$ cat config.mk
export PLATFORM = sky130hd
export DESIGN_NAME = script_source_tokenizer_top
export DESIGN_NICKNAME = d
export VERILOG_FILES = /design/src/rtl/core/sst_pkg.sv /design/src/rtl/core/sst_keyword.sv /design/src/rtl/core/sst_obuf.sv /design/src/rtl/core/script_source_tokenizer_top.sv
export SDC_FILE = /design/constraint.sdc
export NUM_CORES = 1
export LEC_CHECK = 0
export BUFFER_PORTS_ARGS = -buffer_cell sky130_fd_sc_hd__buf_4
export CAP_MARGIN = 20
export CORE_UTILIZATION = 55
export CTS_BUF_LIST = sky130_fd_sc_hd__clkbuf_16
export DETAILED_ROUTE_END_ITERATION = 10
export HOLD_SLACK_MARGIN = 0.12
export PLACE_DENSITY = 0.72
export SYNTH_ARGS = -nofsm -noshare
export SYNTH_HDL_FRONTEND = slang
export SYNTH_SLANG_ARGS = --single-unit
export TNS_END_PERCENT = 100
$ cat constraint.sdc
create_clock -name i_clk -period 8.5 [get_ports i_clk]
set_input_delay 0 -clock i_clk [delete_from_list [all_inputs] [get_ports i_clk]]
set_output_delay 0 -clock i_clk [all_outputs]
set_load 0.005 [all_outputs]
$ cat src/rtl/core/sst_pkg.sv
// Types, codes and character helpers shared by the source tokenizer.
package sst_pkg;

    typedef struct packed {
        logic [7:0] source_byte;
        logic       end_of_input;
    } t_in_item;

    typedef struct packed {
        logic [5:0]  token_class;
        logic [4:0]  keyword_id;
        logic [15:0] start_line;
        logic [15:0] start_column;
        logic [15:0] token_length;
        logic        last_of_run;
    } t_out_item;

    typedef enum logic [3:0] {
        M_IDLE, M_IDENT, M_NUM_FIRST, M_NUM_INT, M_NUM_HEX, M_NUM_FRAC,
        M_STRING, M_LINE_COMMENT, M_BLOCK_COMMENT, M_SYMBOL
    } t_mode;

    localparam logic [5:0] K_IDENT = 6'd0, K_KEYWORD = 6'd1, K_NUMBER = 6'd2,
        K_STRING = 6'd3, K_COMMENT = 6'd4, K_INVALID = 6'd5, K_DOT = 6'd6,
        K_COMMA = 6'd7, K_QUESTION = 6'd8, K_COLON = 6'd9, K_SEMI = 6'd10,
        K_LBRACE = 6'd11, K_RBRACE = 6'd12, K_LPAREN = 6'd13, K_RPAREN = 6'd14,
        K_LBRACKET = 6'd15, K_RBRACKET = 6'd16, K_PIPE = 6'd17, K_ADD = 6'd18,
        K_SUB = 6'd19, K_MUL = 6'd20, K_DIV = 6'd21, K_MOD = 6'd22,
        K_EXP = 6'd23, K_CONCAT = 6'd24, K_LT = 6'd25, K_LTE = 6'd26,
        K_GT = 6'd27, K_GTE = 6'd28, K_EQ = 6'd29, K_NEQ = 6'd30,
        K_AND = 6'd31, K_OR = 6'd32, K_NOT = 6'd33, K_ASSIGN = 6'd34,
        K_ASSIGN_ADD = 6'd35, K_ASSIGN_SUB = 6'd36, K_ASSIGN_MUL = 6'd37,
        K_ASSIGN_DIV = 6'd38, K_ASSIGN_CONCAT = 6'd39, K_INC = 6'd40,
        K_DEC = 6'd41;
    localparam logic [5:0] K_NONE = 6'd63;
    localparam logic [4:0] NOT_KEYWORD = 5'd16;

    function automatic logic is_letter(input logic [7:0] b);
        return (b >= 8'h41 && b <= 8'h5A) || (b >= 8'h61 && b <= 8'h7A);
    endfunction

    function automatic logic is_dec(input logic [7:0] b);
        return b >= 8'h30 && b <= 8'h39;
    endfunction

    function automatic logic is_hex(input logic [7:0] b);
        return is_dec(b) || (b >= 8'h61 && b <= 8'h66) || (b >= 8'h41 && b <= 8'h46);
    endfunction

    function automatic logic is_space(input logic [7:0] b);
        return b == 8'h20 || (b >= 8'd9 && b <= 8'd13);
    endfunction

    function automatic logic [5:0] single_kind(input logic [7:0] c);
        case (c)
            "+":     return K_ADD;
            "-":     return K_SUB;
            "*":     return K_MUL;
            "/":     return K_DIV;
            "@":     return K_CONCAT;
            "<":     return K_LT;
            ">":     return K_GT;
            "!":     return K_NOT;
            "=":     return K_ASSIGN;
            "|":     return K_PIPE;
            ".":     return K_DOT;
            default: return K_INVALID;
        endcase
    endfunction

    function automatic logic [5:0] pair_kind(input logic [7:0] c, input logic [7:0] b);
        logic [5:0] k;
        k = K_NONE;
        if (b == "=") begin
            case (c)
                "+":     k = K_ASSIGN_ADD;
                "-":     k = K_ASSIGN_SUB;
                "*":     k = K_ASSIGN_MUL;
                "/":     k = K_ASSIGN_DIV;
                "@":     k = K_ASSIGN_CONCAT;
                "<":     k = K_LTE;
                ">":     k = K_GTE;
                "!":     k = K_NEQ;
                "=":     k = K_EQ;
                default: k = K_NONE;
            endcase
        end else if (c == "+" && b == "+") begin
            k = K_INC;
        end else if (c == "-" && b == "-") begin
            k = K_DEC;
        end else if (c == "|" && b == "|") begin
            k = K_OR;
        end else if (c == "&" && b == "&") begin
            k = K_AND;
        end
        return k;
    endfunction

    function automatic logic [5:0] start_kind(input logic [7:0] b);
        case (b)
            ",":     return K_COMMA;
            "?":     return K_QUESTION;
            ":":     return K_COLON;
            ";":     return K_SEMI;
            "{":     return K_LBRACE;
            "}":     return K_RBRACE;
            "(":     return K_LPAREN;
            ")":     return K_RPAREN;
            "[":     return K_LBRACKET;
            "]":     return K_RBRACKET;
            "%":     return K_MOD;
            "^":     return K_EXP;
            default: return K_INVALID;
        endcase
    endfunction

endpackage

$ cat src/rtl/core/sst_keyword.sv
// Keyword matcher over the held identifier prefix.
module sst_keyword #(
    parameter int KEYWORD_BYTES = 8,
    parameter int POSITION_BITS = 16
) (
    input  logic [KEYWORD_BYTES*8-1:0] i_prefix,
    input  logic [POSITION_BITS-1:0]   i_count,
    output logic [5:0]                 o_kind,
    output logic [4:0]                 o_kw
);
    import sst_pkg::*;

    logic [63:0] w;
    logic [7:0]  c8;

    assign w = i_prefix[63:0];
    assign c8 = (i_count > POSITION_BITS'(8)) ? 8'd255 : 8'(i_count);

    always_comb begin
        o_kind = K_KEYWORD;
        o_kw   = NOT_KEYWORD;
        if (c8 == 8'd3 && w[23:0] == {"C", "P", "S"}) begin
            o_kind = K_CONCAT;
        end else if (c8 == 8'd2 && w[15:0] == {"f", "i"}) begin
            o_kw = 5'd0;
        end else if (c8 == 8'd4 && w[31:0] == {"e", "s", "l", "e"}) begin
            o_kw = 5'd1;
        end else if (c8 == 8'd5 && w[39:0] == {"e", "l", "i", "h", "w"}) begin
            o_kw = 5'd2;
        end else if (c8 == 8'd3 && w[23:0] == {"r", "o", "f"}) begin
            o_kw = 5'd3;
        end else if (c8 == 8'd8 && w == {"n", "o", "i", "t", "c", "n", "u", "f"}) begin
            o_kw = 5'd4;
        end else if (c8 == 8'd6 && w[47:0] == {"n", "r", "u", "t", "e", "r"}) begin
            o_kw = 5'd5;
        end else if (c8 == 8'd3 && w[23:0] == {"w", "e", "n"}) begin
            o_kw = 5'd6;
        end else if (c8 == 8'd4 && w[31:0] == {"h", "t", "i", "w"}) begin
            o_kw = 5'd7;
        end else if (c8 == 8'd2 && w[15:0] == {"n", "i"}) begin
            o_kw = 5'd8;
        end else if (c8 == 8'd5 && w[39:0] == {"k", "a", "e", "r", "b"}) begin
            o_kw = 5'd9;
        end else if (c8 == 8'd8 && w == {"e", "u", "n", "i", "t", "n", "o", "c"}) begin
            o_kw = 5'd10;
        end else if (c8 == 8'd4 && (w[31:0] == {"l", "l", "u", "n"}
                                 || w[31:0] == {"L", "L", "U", "N"})) begin
            o_kw = 5'd11;
        end else if (c8 == 8'd4 && w[31:0] == {"e", "u", "r", "t"}) begin
            o_kw = 5'd12;
        end else if (c8 == 8'd5 && w[39:0] == {"e", "s", "l", "a", "f"}) begin
            o_kw = 5'd13;
        end else if (c8 == 8'd6 && w[47:0] == {"h", "c", "t", "i", "w", "s"}) begin
            o_kw = 5'd14;
        end else if (c8 == 8'd4 && w[31:0] == {"e", "s", "a", "c"}) begin
            o_kw = 5'd15;
        end else begin
            o_kind = K_IDENT;
        end
    end
endmodule

$ cat src/rtl/core/sst_obuf.sv
// Four-entry result queue between the scanner and the output channel.
module sst_obuf (
    input  logic               i_clk,
    input  logic               i_rst_n,
    input  logic               i_push0,
    input  logic               i_push1,
    input  sst_pkg::t_out_item i_item0,
    input  sst_pkg::t_out_item i_item1,
    output logic               o_room,
    output logic               o_valid,
    output sst_pkg::t_out_item o_item,
    input  logic               i_stall
);
    import sst_pkg::*;

    t_out_item   r_q [4];
    logic [1:0]  r_rd, r_wr;
    logic [2:0]  r_cnt;
    logic        pop;
    logic [2:0]  pushes;

    assign o_valid = r_cnt != 3'd0;
    assign o_item  = r_q[r_rd];
    assign pop     = o_valid && !i_stall;
    assign o_room  = r_cnt <= 3'd2;
    assign pushes  = {2'b0, i_push0} + {2'b0, i_push1};

    always_ff @(posedge i_clk) begin
        if (!i_rst_n) begin
            r_rd  <= '0;
            r_wr  <= '0;
            r_cnt <= '0;
        end else begin
            if (i_push0) r_q[r_wr] <= i_item0;
            if (i_push1) r_q[r_wr + {1'b0, i_push0}] <= i_item1;
            r_wr  <= r_wr + pushes[1:0];
            r_rd  <= r_rd + {1'b0, pop};
            r_cnt <= r_cnt + pushes - {2'b0, pop};
        end
    end
endmodule

$ cat src/rtl/core/script_source_tokenizer_top.sv
// Top level of the streaming source tokenizer.
// Usage: feed one source byte per item on the input channel (valid/stall);
// set end_of_input to flush a pending token and restart line and column at 1.
// Each item yields zero, one or two tokens on the output channel; the last
// token caused by an item carries last_of_run.
// A token is written into the output queue when the byte that closes it
// is accepted. Throughput: one byte per cycle while the output queue has
// room for two tokens; the scanner state updates in that cycle.
// The output side is a four-entry queue, so input is taken while earlier
// tokens wait; input stalls only when fewer than two slots remain.
// A bad escape, a lone '&' or an unknown byte emits an invalid token and
// halts the block: later bytes are taken and dropped until reset.
// Reset: synchronous, active low; clears the queue and scanner state,
// line and column restart at 1.
module script_source_tokenizer_top #(
    parameter int KEYWORD_BYTES = 8,
    parameter int POSITION_BITS = 16
) (
    input  logic               i_clk,
    input  logic               i_rst_n,
    input  logic               i_valid,
    output logic               o_stall,
    input  sst_pkg::t_in_item  i_item,
    output logic               o_valid,
    input  logic               i_stall,
    output sst_pkg::t_out_item o_item
);
    import sst_pkg::*;

    localparam int PB = POSITION_BITS;
    localparam logic [PB-1:0] PMAX = {PB{1'b1}};
    localparam logic [PB-1:0] ONE  = PB'(1);

    t_mode                    r_mode, n_mode;
    logic [7:0]               r_sym, n_sym;
    logic [KEYWORD_BYTES*8-1:0] r_pre, n_pre;
    logic                     r_esc, n_esc, r_star, n_star, r_halt, n_halt;
    logic [PB-1:0]            r_tl, n_tl, r_tc, n_tc, r_cnt, n_cnt, r_line, n_line;
    logic [PB-1:0]            r_col, n_col;

    logic       acc, room;
    logic [7:0] b;
    logic [PB-1:0] nl, nc;
    logic [5:0] kw_kind;
    logic [4:0] kw_id;
    logic       e0, e1;
    t_out_item  t0, t1;

    assign acc     = i_valid && !o_stall;
    assign o_stall = !room;
    assign b       = i_item.source_byte;

    sst_keyword #(.KEYWORD_BYTES(KEYWORD_BYTES), .POSITION_BITS(POSITION_BITS)) u_kw (
        .i_prefix(r_pre), .i_count(r_cnt), .o_kind(kw_kind), .o_kw(kw_id));

    function automatic logic [PB-1:0] sat(input logic [PB-1:0] v);
        return (v == PMAX) ? v : v + ONE;
    endfunction

    function automatic t_out_item mk(input logic [5:0] k, input logic [4:0] w,
                                     input logic [PB-1:0] l, input logic [PB-1:0] c,
                                     input logic [PB-1:0] n);
        t_out_item t;
        t.token_class  = k;
        t.keyword_id   = w;
        t.start_line   = 16'(l);
        t.start_column = 16'(c);
        t.token_length = 16'(n);
        t.last_of_run  = 1'b0;
        return t;
    endfunction

    always_comb begin
        logic took;
        logic [5:0] pk, sk;
        n_mode = r_mode; n_sym = r_sym; n_pre = r_pre; n_esc = r_esc;
        n_star = r_star; n_halt = r_halt; n_tl = r_tl; n_tc = r_tc;
        n_cnt = r_cnt; n_line = r_line; n_col = r_col;
        e0 = 1'b0; e1 = 1'b0;
        t0 = mk(K_IDENT, NOT_KEYWORD, r_tl, r_tc, r_cnt);
        t1 = t0;
        took = 1'b0;
        pk = pair_kind(r_sym, b);
        sk = single_kind(r_sym);
        if (b == 8'h0A) begin
            nl = sat(r_line); nc = ONE;
        end else begin
            nl = r_line; nc = sat(r_col);
        end
        if (acc && !r_halt) begin
            if (i_item.end_of_input) begin
                case (r_mode)
                    M_IDENT: begin
                        e0 = 1'b1; t0 = mk(kw_kind, kw_id, r_tl, r_tc, r_cnt);
                    end
                    M_NUM_FIRST, M_NUM_INT, M_NUM_HEX, M_NUM_FRAC: begin
                        e0 = 1'b1; t0 = mk(K_NUMBER, NOT_KEYWORD, r_tl, r_tc, r_cnt);
                    end
                    M_STRING: begin
                        e0 = 1'b1;
                        if (r_esc) begin
                            t0 = mk(K_INVALID, NOT_KEYWORD, r_line, r_col, r_cnt);
                            n_halt = 1'b1;
                        end else begin
                            t0 = mk(K_STRING, NOT_KEYWORD, r_tl, r_tc, r_cnt);
                        end
                    end
                    M_LINE_COMMENT, M_BLOCK_COMMENT: begin
                        e0 = 1'b1; t0 = mk(K_COMMENT, NOT_KEYWORD, r_tl, r_tc, r_cnt);
                    end
                    M_SYMBOL: begin
                        e0 = 1'b1; t0 = mk(sk, NOT_KEYWORD, r_tl, r_tc, r_cnt);
                        if (sk == K_INVALID) n_halt = 1'b1;
                    end
                    default: ;
                endcase
                n_mode = M_IDLE; n_esc = 1'b0; n_star = 1'b0;
                n_line = ONE; n_col = ONE;
            end else begin
                case (r_mode)
                    M_IDENT: begin
                        if (b == "_" || is_letter(b) || is_dec(b)) begin
                            took = 1'b1;
                            for (int i = 0; i < KEYWORD_BYTES; i++) begin
                                if (r_cnt == PB'(i)) n_pre[i*8 +: 8] = b;
                            end
                            n_cnt = sat(r_cnt);
                        end else begin
                            e0 = 1'b1; t0 = mk(kw_kind, kw_id, r_tl, r_tc, r_cnt);
                        end
                    end
                    M_NUM_FIRST, M_NUM_INT: begin
                        took = 1'b1; n_cnt = sat(r_cnt);
                        if (r_mode == M_NUM_FIRST && b == "x") n_mode = M_NUM_HEX;
                        else if (is_dec(b)) n_mode = M_NUM_INT;
                        else if (b == ".") n_mode = M_NUM_FRAC;
                        else begin
                            took = 1'b0; n_cnt = r_cnt;
                            e0 = 1'b1; t0 = mk(K_NUMBER, NOT_KEYWORD, r_tl, r_tc, r_cnt);
                        end
                    end
                    M_NUM_HEX, M_NUM_FRAC: begin
                        if (r_mode == M_NUM_HEX ? is_hex(b) : is_dec(b)) begin
                            took = 1'b1; n_cnt = sat(r_cnt);
                        end else begin
                            e0 = 1'b1; t0 = mk(K_NUMBER, NOT_KEYWORD, r_tl, r_tc, r_cnt);
                        end
                    end
                    M_STRING: begin
                        took = 1'b1; n_cnt = sat(r_cnt);
                        if (r_esc) begin
                            if (b == "n" || b == "r" || b == "\"" || b == "\\") begin
                                n_esc = 1'b0;
                            end else begin
                                e0 = 1'b1;
                                t0 = mk(K_INVALID, NOT_KEYWORD, nl, nc, sat(r_cnt));
                                n_mode = M_IDLE; n_halt = 1'b1;
                            end
                        end else if (b == "\\") begin
                            n_esc = 1'b1;
                        end else if (b == "\"") begin
                            e0 = 1'b1;
                            t0 = mk(K_STRING, NOT_KEYWORD, r_tl, r_tc, sat(r_cnt));
                            n_mode = M_IDLE;
                        end
                    end
                    M_LINE_COMMENT: begin
                        if (b == 8'h0A) begin
                            e0 = 1'b1; t0 = mk(K_COMMENT, NOT_KEYWORD, r_tl, r_tc, r_cnt);
                        end else begin
                            took = 1'b1; n_cnt = sat(r_cnt);
                        end
                    end
                    M_BLOCK_COMMENT: begin
                        took = 1'b1; n_cnt = sat(r_cnt);
                        if (r_star && b == "/") begin
                            e0 = 1'b1;
                            t0 = mk(K_COMMENT, NOT_KEYWORD, r_tl, r_tc, sat(r_cnt));
                            n_mode = M_IDLE;
                        end else begin
                            n_star = (b == "*");
                        end
                    end
                    M_SYMBOL: begin
                        if (r_sym == "/" && (b == "/" || b == "*")) begin
                            took = 1'b1; n_cnt = sat(r_cnt); n_star = 1'b0;
                            n_mode = (b == "/") ? M_LINE_COMMENT : M_BLOCK_COMMENT;
                        end else if (r_sym == "." && is_dec(b)) begin
                            took = 1'b1; n_cnt = sat(r_cnt); n_mode = M_NUM_FRAC;
                        end else if (pk != K_NONE) begin
                            took = 1'b1; n_cnt = sat(r_cnt);
                            e0 = 1'b1;
                            t0 = mk(pk, NOT_KEYWORD, r_tl, r_tc, sat(r_cnt));
                            n_mode = M_IDLE;
                        end else begin
                            e0 = 1'b1; t0 = mk(sk, NOT_KEYWORD, r_tl, r_tc, r_cnt);
                            n_mode = M_IDLE;
                            if (sk == K_INVALID) begin
                                n_halt = 1'b1; took = 1'b1;
                            end
                        end
                    end
                    default: ;
                endcase
                if (!took) begin
                    n_tl = r_line; n_tc = r_col; n_cnt = ONE; n_mode = M_IDLE;
                    if (is_space(b)) begin
                    end else if (b == "_" || is_letter(b)) begin
                        n_pre[7:0] = b; n_mode = M_IDENT;
                    end else if (is_dec(b)) begin
                        n_mode = M_NUM_FIRST;
                    end else if (b == "\"") begin
                        n_mode = M_STRING; n_esc = 1'b0;
                    end else if (b inside {"+", "-", "*", "/", "@", "<", ">", "!", "=",
                                           "|", "&", "."}) begin
                        n_sym = b; n_mode = M_SYMBOL;
                    end else begin
                        e1 = 1'b1;
                        t1 = mk(start_kind(b), NOT_KEYWORD, r_line, r_col, ONE);
                        if (start_kind(b) == K_INVALID) n_halt = 1'b1;
                    end
                end
                n_line = nl; n_col = nc;
            end
        end
        if (e1 && !e0) begin
            e0 = 1'b1; t0 = t1; e1 = 1'b0;
        end
        if (e1) t1.last_of_run = 1'b1;
        else if (e0) t0.last_of_run = 1'b1;
    end

    sst_obuf u_obuf (
        .i_clk(i_clk), .i_rst_n(i_rst_n), .i_push0(e0), .i_push1(e1),
        .i_item0(t0), .i_item1(t1), .o_room(room), .o_valid(o_valid),
        .o_item(o_item), .i_stall(i_stall));

    always_ff @(posedge i_clk) begin
        if (!i_rst_n) begin
            r_mode <= M_IDLE; r_sym <= '0; r_pre <= '0; r_esc <= 1'b0;
            r_star <= 1'b0; r_halt <= 1'b0; r_tl <= ONE; r_tc <= ONE;
            r_cnt <= '0; r_line <= ONE; r_col <= ONE;
        end else begin
            r_mode <= n_mode; r_sym <= n_sym; r_pre <= n_pre; r_esc <= n_esc;
            r_star <= n_star; r_halt <= n_halt; r_tl <= n_tl; r_tc <= n_tc;
            r_cnt <= n_cnt; r_line <= n_line; r_col <= n_col;
        end
    end

    a_halt_sticky: assert property (@(posedge i_clk) disable iff (!i_rst_n)
        r_halt |=> r_halt) else $error("halt cleared without reset");
    a_halt_silent: assert property (@(posedge i_clk) disable iff (!i_rst_n)
        r_halt |-> !e0 && !e1) else $error("token emitted while halted");
    a_line_min: assert property (@(posedge i_clk) disable iff (!i_rst_n)
        r_line != '0 && r_col != '0) else $error("position fell to zero");
    a_pair_order: assert property (@(posedge i_clk) disable iff (!i_rst_n)
        e1 |-> e0 && !t0.last_of_run) else $error("second token without first");
endmodule

**Word-level counts from Yosys, hierarchy flattened**

Memories as Yosys holds them, arrays and structs flattened. A register that Yosys moved wholly into a read port is not among the register bits.
Index checks and enable logic that the tools add are counted.

- Reduce and logical (&&, ||, !) cells: 74
- Div/mod/pow operators: 0
- Multiplexer cells: 203
- Add/subtract/negate cells: 9
- Multiply operators: 0
- Order comparisons: 12
- Bitwise logic cells: 6
- Shifts and indexed selects: 0
- Eq/ne operators: 106

Operators with widths:

| operator | count |
|---|---|
| 60-bit two-way mux | 8 |
| 59-bit two-way mux | 8 |
| 60-bit case mux with 7 select lines | 1 |
| 56-bit two-way mux | 6 |
| 60-bit case mux with 5 select lines | 1 |
| 16-bit two-way mux | 17 |
| 8-bit by 6-bit equality test with 1-bit output, second input constant | 29 |
| 57-bit two-way mux | 4 |
| 32-bit by 31-bit equality test with 1-bit output, second input constant | 6 |
| 6-bit two-way mux | 29 |
| 64-bit by 63-bit equality test with 1-bit output, second input constant | 2 |
| 40-bit by 39-bit equality test with 1-bit output, second input constant | 3 |
| 8-bit by 7-bit equality test with 1-bit output, second input constant | 14 |
| 48-bit by 47-bit equality test with 1-bit output, second input constant | 2 |
| 16-bit case mux with 6 select lines | 1 |
| 5-bit two-way mux | 17 |
| 1-bit two-way mux | 76 |
| 24-bit by 23-bit equality test with 1-bit output, second input constant | 3 |
| 4-bit two-way mux | 17 |
| 6-bit case mux with 11 select lines | 1 |
| 16-bit by 3-bit equality test with 1-bit output, second input constant | 4 |
| 5-bit case mux with 12 select lines | 1 |
| 8-bit two-way mux | 7 |
| 6-bit case mux with 9 select lines | 1 |
| other kinds (55) | 152 |

- Latch bits: 0
- Bits in registers: 166
- Output and inout bits: 62
- RAM bits: 240
- Bits in read-only memories: 0
- Input bits: 13
- Memories: 1

Memories:

| memory | depth | bits a word | rd ports | clocked after memory_dff | wr ports | line | RTL |
|---|---|---|---|---|---|---|---|
| u_obuf.r_q | 4 | 60 | 1 | 1 | 2 | sst_obuf.sv:16 | `t_out_item r_q [4];` |

**Depth between registers and ports, before layout**

- Depth in word-level cells: 28
- Mapped depth: 21
- Mapped depth without buffers: 16

**Cells and area by module**

From an unflattened synthesis, not the netlist that was laid out.

- Cells, all modules: 2429
- Area, all modules: 24842.6 µm²

Modules (own cells, without submodules):

| module | cells an instance | instances | area each (µm²) |
|---|---|---|---|
| sst_obuf | 630 | 1 | 12012.8 |
| script_source_tokenizer_top | 1639 | 1 | 11608.6 |
| sst_keyword | 160 | 1 | 1221.2 |

**Least setup slack after synthesis**

No wires, ideal clock.

- Kind: register to register
- From: reg r_sym[4]
- To: mem u_obuf.r_q[1][39] (netlist bit) (data pin)
- Arrival time: 5368 ps
- Setup slack: 2972 ps
- Stages on the path, launching flop included: 19
- Data required time: 8340 ps
- Period minus slack after synthesis: 5528 ps
- Cells stage by stage: dfxtp_1 -> or4b_2 -> or4_1 -> nand3_1 -> nand3b_2 -> o31a_1 -> buf_4 -> nor2_4 -> inv_2 -> buf_2 -> ha_1 -> inv_1 -> ha_1 -> nand3_1 -> or2_2 -> clkbuf_1 -> nand2_1 -> nand2_1 -> o22ai_1

RTL lines:

| element | line | RTL |
|---|---|---|
| from (decl) | script_source_tokenizer_top.sv:35 | `logic [7:0] r_sym, n_sym;` |
| from (signal assigned) | script_source_tokenizer_top.sv:244 | `r_mode <= n_mode; r_sym <= n_sym; r_pre <= n_pre; r_esc <= n_esc;` |
| to (decl) | sst_obuf.sv:16 |  |

==> results.txt <==
----------------------------------------------------
[Critical path]
  Arrival time of the worst setup path ... 6.69 ns
  CP Class ... reg2reg
  Slowest cell on the critical path ... sky130_fd_sc_hd__nor4b_1
  Sort of element at the start of the critical path ... register
  Required time of the critical path ... 9.02 ns
  Endpoint class of the critical path ... register
  Maximum cell stage delay along the critical path ... 0.85 ns
  Reg2reg end ... u_obuf.r_q[1][51]$_SDFFE_PP0P_
  Max Fanout on Critical Path ... 18
  Most used cell, CP ... sky130_fd_sc_hd__o21ai_0
  R2R setup slack ... 2.34 ns
  Worst reg2reg path depth ... 15
  CP Cell Sequence ... nor4b_1 > a32oi_1 > o32a_1 > nand3b_2 > o31a_1 > nor2_4 > ha_1 > or3_1 > or2_2 > nor3b_1 > o21ai_0 > nor2_1 > o31ai_1 > o21ai_0 > and2_1
  Startpoint of the lowest-slack register-to-register path ... r_sym[5]$_SDFFE_PN0P_

[Synth]
  Synthesized-area fraction occupied by adder cells ... 0.844%
  Number of enable flip-flop cells after synthesis ... 216
  Sequential fraction of the synthesis area ... 41.8%
  Synth Area in Compound Gates ... 21.8%
  Synth cell types ... 99
  Multiplexer share of the synthesized area ... 7.01%
  Synthesized area per cell ... 9.08 um2
  Post-synthesis net count ... 2739
  Area of the mapped netlist ... 24600 um2
  Flop and latch count out of synthesis ... 406
  Mapped Cells ... 2710
  Xor and xnor fraction of the mapped netlist area ... 0.961%
  Share of flip-flops with an asynchronous set or reset after synthesis ... 0%
  Simple-gate share of the synthesized area ... 23.2%
  Most used DFF post-synth ... sky130_fd_sc_hd__edfxtp_1
  Combinational family with the most area after synthesis ... simple AND/OR/NAND/NOR gates
  YS warnings ... 0

[Die]
  Horizontal die dimension ... 213 um
  Number of I/O pins ... 75
  Row Count ... 77
  Floorplan die area ... 45600 um2
  Vert. Die Dim ... 213 um
  Initial standard-cell utilization of the core ... 55.8%
  Core Box Area ... 44100 um2

[Clock network]
  Sink Count ... 406
  Level count of the clock H-tree ... 2
  Clock transition at the registers of the reported paths ... 0.06 ns
  Postcts setup bufs ... 0
  Root Driver ... sky130_fd_sc_hd__clkbuf_16
  Total CTS buffers ... 44
  CTS Hold Buffers Added ... 12
  Clock latency reported for the late side of the worst-skew pair ... 0.60 ns
  Number of buffers on the longest clock path ... 3
  CTS tree ... built
  Quantity of gates resized following cts ... 0

[Timing]
  Max-slew headroom ... 20.1%
  Final critical path time including I/O delays and setup ... 6.16 ns
  Crit share post-route ... 72.5%
  Post-route worst hold slack ... 0.394 ns
  Setup repair after global routing missed its margin ... false
  Final Worst Setup Slack ... 2.34 ns
  Maximum clock frequency ... 0.162 GHz
  Slew Viols, Final ... 0
  Clk_skew ... 0.0242 ns
  Measured slew at the worst slew-check pin ... 1.19 ns
  Total setup violations reported at the end of the flow ... 0
  Setup Total Neg Slack ... 0 ns
  Count of final hold-check violations ... 0

[Global route]
  Via count of the first global-routing pass ... 21002
  Global-route wire length before repair ... 132000 um
  Number of antenna violations at the first check in global routing ... 3
  Largest net degree at the start of global routing ... 100
  Total global routing track utilization ... 38.7%
  GR Overflow Total ... 0

[Routing]
  DRC ... 0
  Antenna Nets Post-Route ... 0
  Violation count after the first detailed-routing iteration ... 3963
  Final WL ... 89600 um
  Detailed-route vias per instance ... 7.15
  Routed length per placed instance ... 27.3 um
  DRT Pass-1 Iters ... 9
  Vias post-DR ... 23471

[Layout]
  Total inserted antenna cells ... 0
  Filler instances ... 3805
  Register cell area after layout ... 10300 um2
  Net count, final ... 2683
  Fin area ... 26900 um2
  Finished Layout Cells ... 3281
  Signed area change from the synthesized netlist to the final layout ... 9.43%
  Most frequent cells in the layout ... sky130_fd_sc_hd__nand2_1, sky130_fd_sc_hd__edfxtp_1, sky130_fd_sc_hd__a21oi_1, sky130_fd_sc_hd__dfxtp_1, sky130_fd_sc_hd__nand3_1
  Most common cell after layout, fill and taps aside ... sky130_fd_sc_hd__nand2_1
  Fraction of layout instances using a drive strength above 1 ... 11.9%
  Area taken by multi-input logic gates ... 13300 um2
  Final core occ ... 61.0%

[Worst hold path]
  Worst hold path class ... in2reg
  Hold path start ... i_item[7]
  Min-Delay Path Depth ... 4
  Endpoint, Worst Hold ... r_pre[46]$_SDFFE_PN0P_

[Placed design]
  HPWL after detailed placement ... 62500 um
  I/O Buffers ... 74
  Placed Instance Area ... 25300 um2
  Setup slack at placement ... 2.33 ns
  Number of cells in the design after placement ... 3180
  GPL Wtd Cong ... 0.976

[Pwr]
  Pwr/cell area ... 191 nW/um2
  Pleak ... 8.50 nW
  Final Power ... 5.13 mW
  VDD IR max ... 0.264 mV

[Job]
  Number of max-cap violations ... 0

[Status]
  Status ... completed

----------------------------------------------------
-- how the worst max path moves through the flow --
stage                          start                        endpoint  slack [ns]  cells past startpoint
6_report       r_sym[5]$_SDFFE_PN0P_  u_obuf.r_q[1][51]$_SDFFE_PP0P_        2.34                     15
5_1_grt        r_sym[2]$_SDFFE_PN0P_      u_obuf.r_q[3][0]$_DFFE_PP_        1.99                     14
4_1_cts                    i_item[5]  u_obuf.r_q[3][51]$_SDFFE_PP0P_        2.35                     17
3_5_place_dp               i_item[5]  u_obuf.r_q[3][51]$_SDFFE_PP0P_        2.33                     16
3_3_place_gp               i_item[5]      u_obuf.r_q[3][5]$_DFFE_PP_        2.57                     15
2_1_floorplan  r_sym[4]$_SDFFE_PN0P_     u_obuf.r_q[1][39]$_DFFE_PP_        2.97                     18
-- report_power, final --
part | switching (mW) | internal, mW
combinational | 0.604 | 0.437
sequential | 0.0543 | 2.12
clock | 0.822 | 1.10
total | 1.48 | 3.65
-- cell usage after synthesis (all sizes together) (25+ instances only) --
cell | count | area share, %
inv | 25 | 0.38
mux2i | 35 | 1.4
nor4 | 45 | 1.2
dfxtp | 190 | 15
o22ai | 102 | 2.6
nand2b | 27 | 0.69
a21oi | 196 | 4.0
nand4 | 39 | 0.99
nor3 | 54 | 1.2
clkbuf | 195 | 3.0
and3 | 39 | 0.99
nand3 | 156 | 3.2
or3 | 29 | 0.76
nor2b | 57 | 1.4
mux4 | 60 | 5.5
buf | 48 | 0.99
a22oi | 36 | 1.1
o21ai | 138 | 2.8
a21boi | 90 | 2.7
nor2 | 152 | 2.3
edfxtp | 216 | 26
nand2 | 316 | 4.8
and2 | 32 | 0.81
-- critical path: cells and delay by family, from the launching register on --
kind                     cells  cell delay, ns
flip-flops                   1            0.44
adder cells (fa/ha/maj)      1            0.26
AND/OR/NAND/NOR              8            3.39
AO/OA/AOI/OAI                6            1.98
-- state kept, by name, indices dropped and copies added, names as in the netlist, 2 cells and up --
register / flops
u_obuf.r_q: 240
r_pre: 64
r_cnt: 16
r_col: 16
r_line: 16
r_tc: 16
r_tl: 16
r_sym: 8
r_mode: 4
u_obuf.r_cnt: 3
u_obuf.r_rd: 2
u_obuf.r_wr: 2
-- cell families (layout without fill, tap and decap cells) --
kind of cell | count (synthesis) | after routing
flops | 406 | 406
simple gates | 1084 | 1084
buf+inv | 270 | 249
mux | 97 | 97
compound gates | 810 | 810
fa+ha+maj | 16 | 16
xor+xnor | 27 | 27
-- metal layers --
layer,global-route usage (%),wire length [um],up-vias
met5,0,24,-
met1,55.9,36200,11256
met4,12.1,2770,4
met2,54.4,37600,1720
met3,12.6,13000,237
li1,-,-,10254
-- layout make-up --
type | count | area share (%)
clock buffers | 44 | 4.09
inverters | 27 | 0.376
clock inverters | 37 | 1.18
repair buffers | 141 | 4.03
flip-flops and latches | 406 | 38.2
well taps | 592 | 2.75
multi-input cells | 2034 | 49.3
Note: power is estimated with default switching activity, not from simulation.
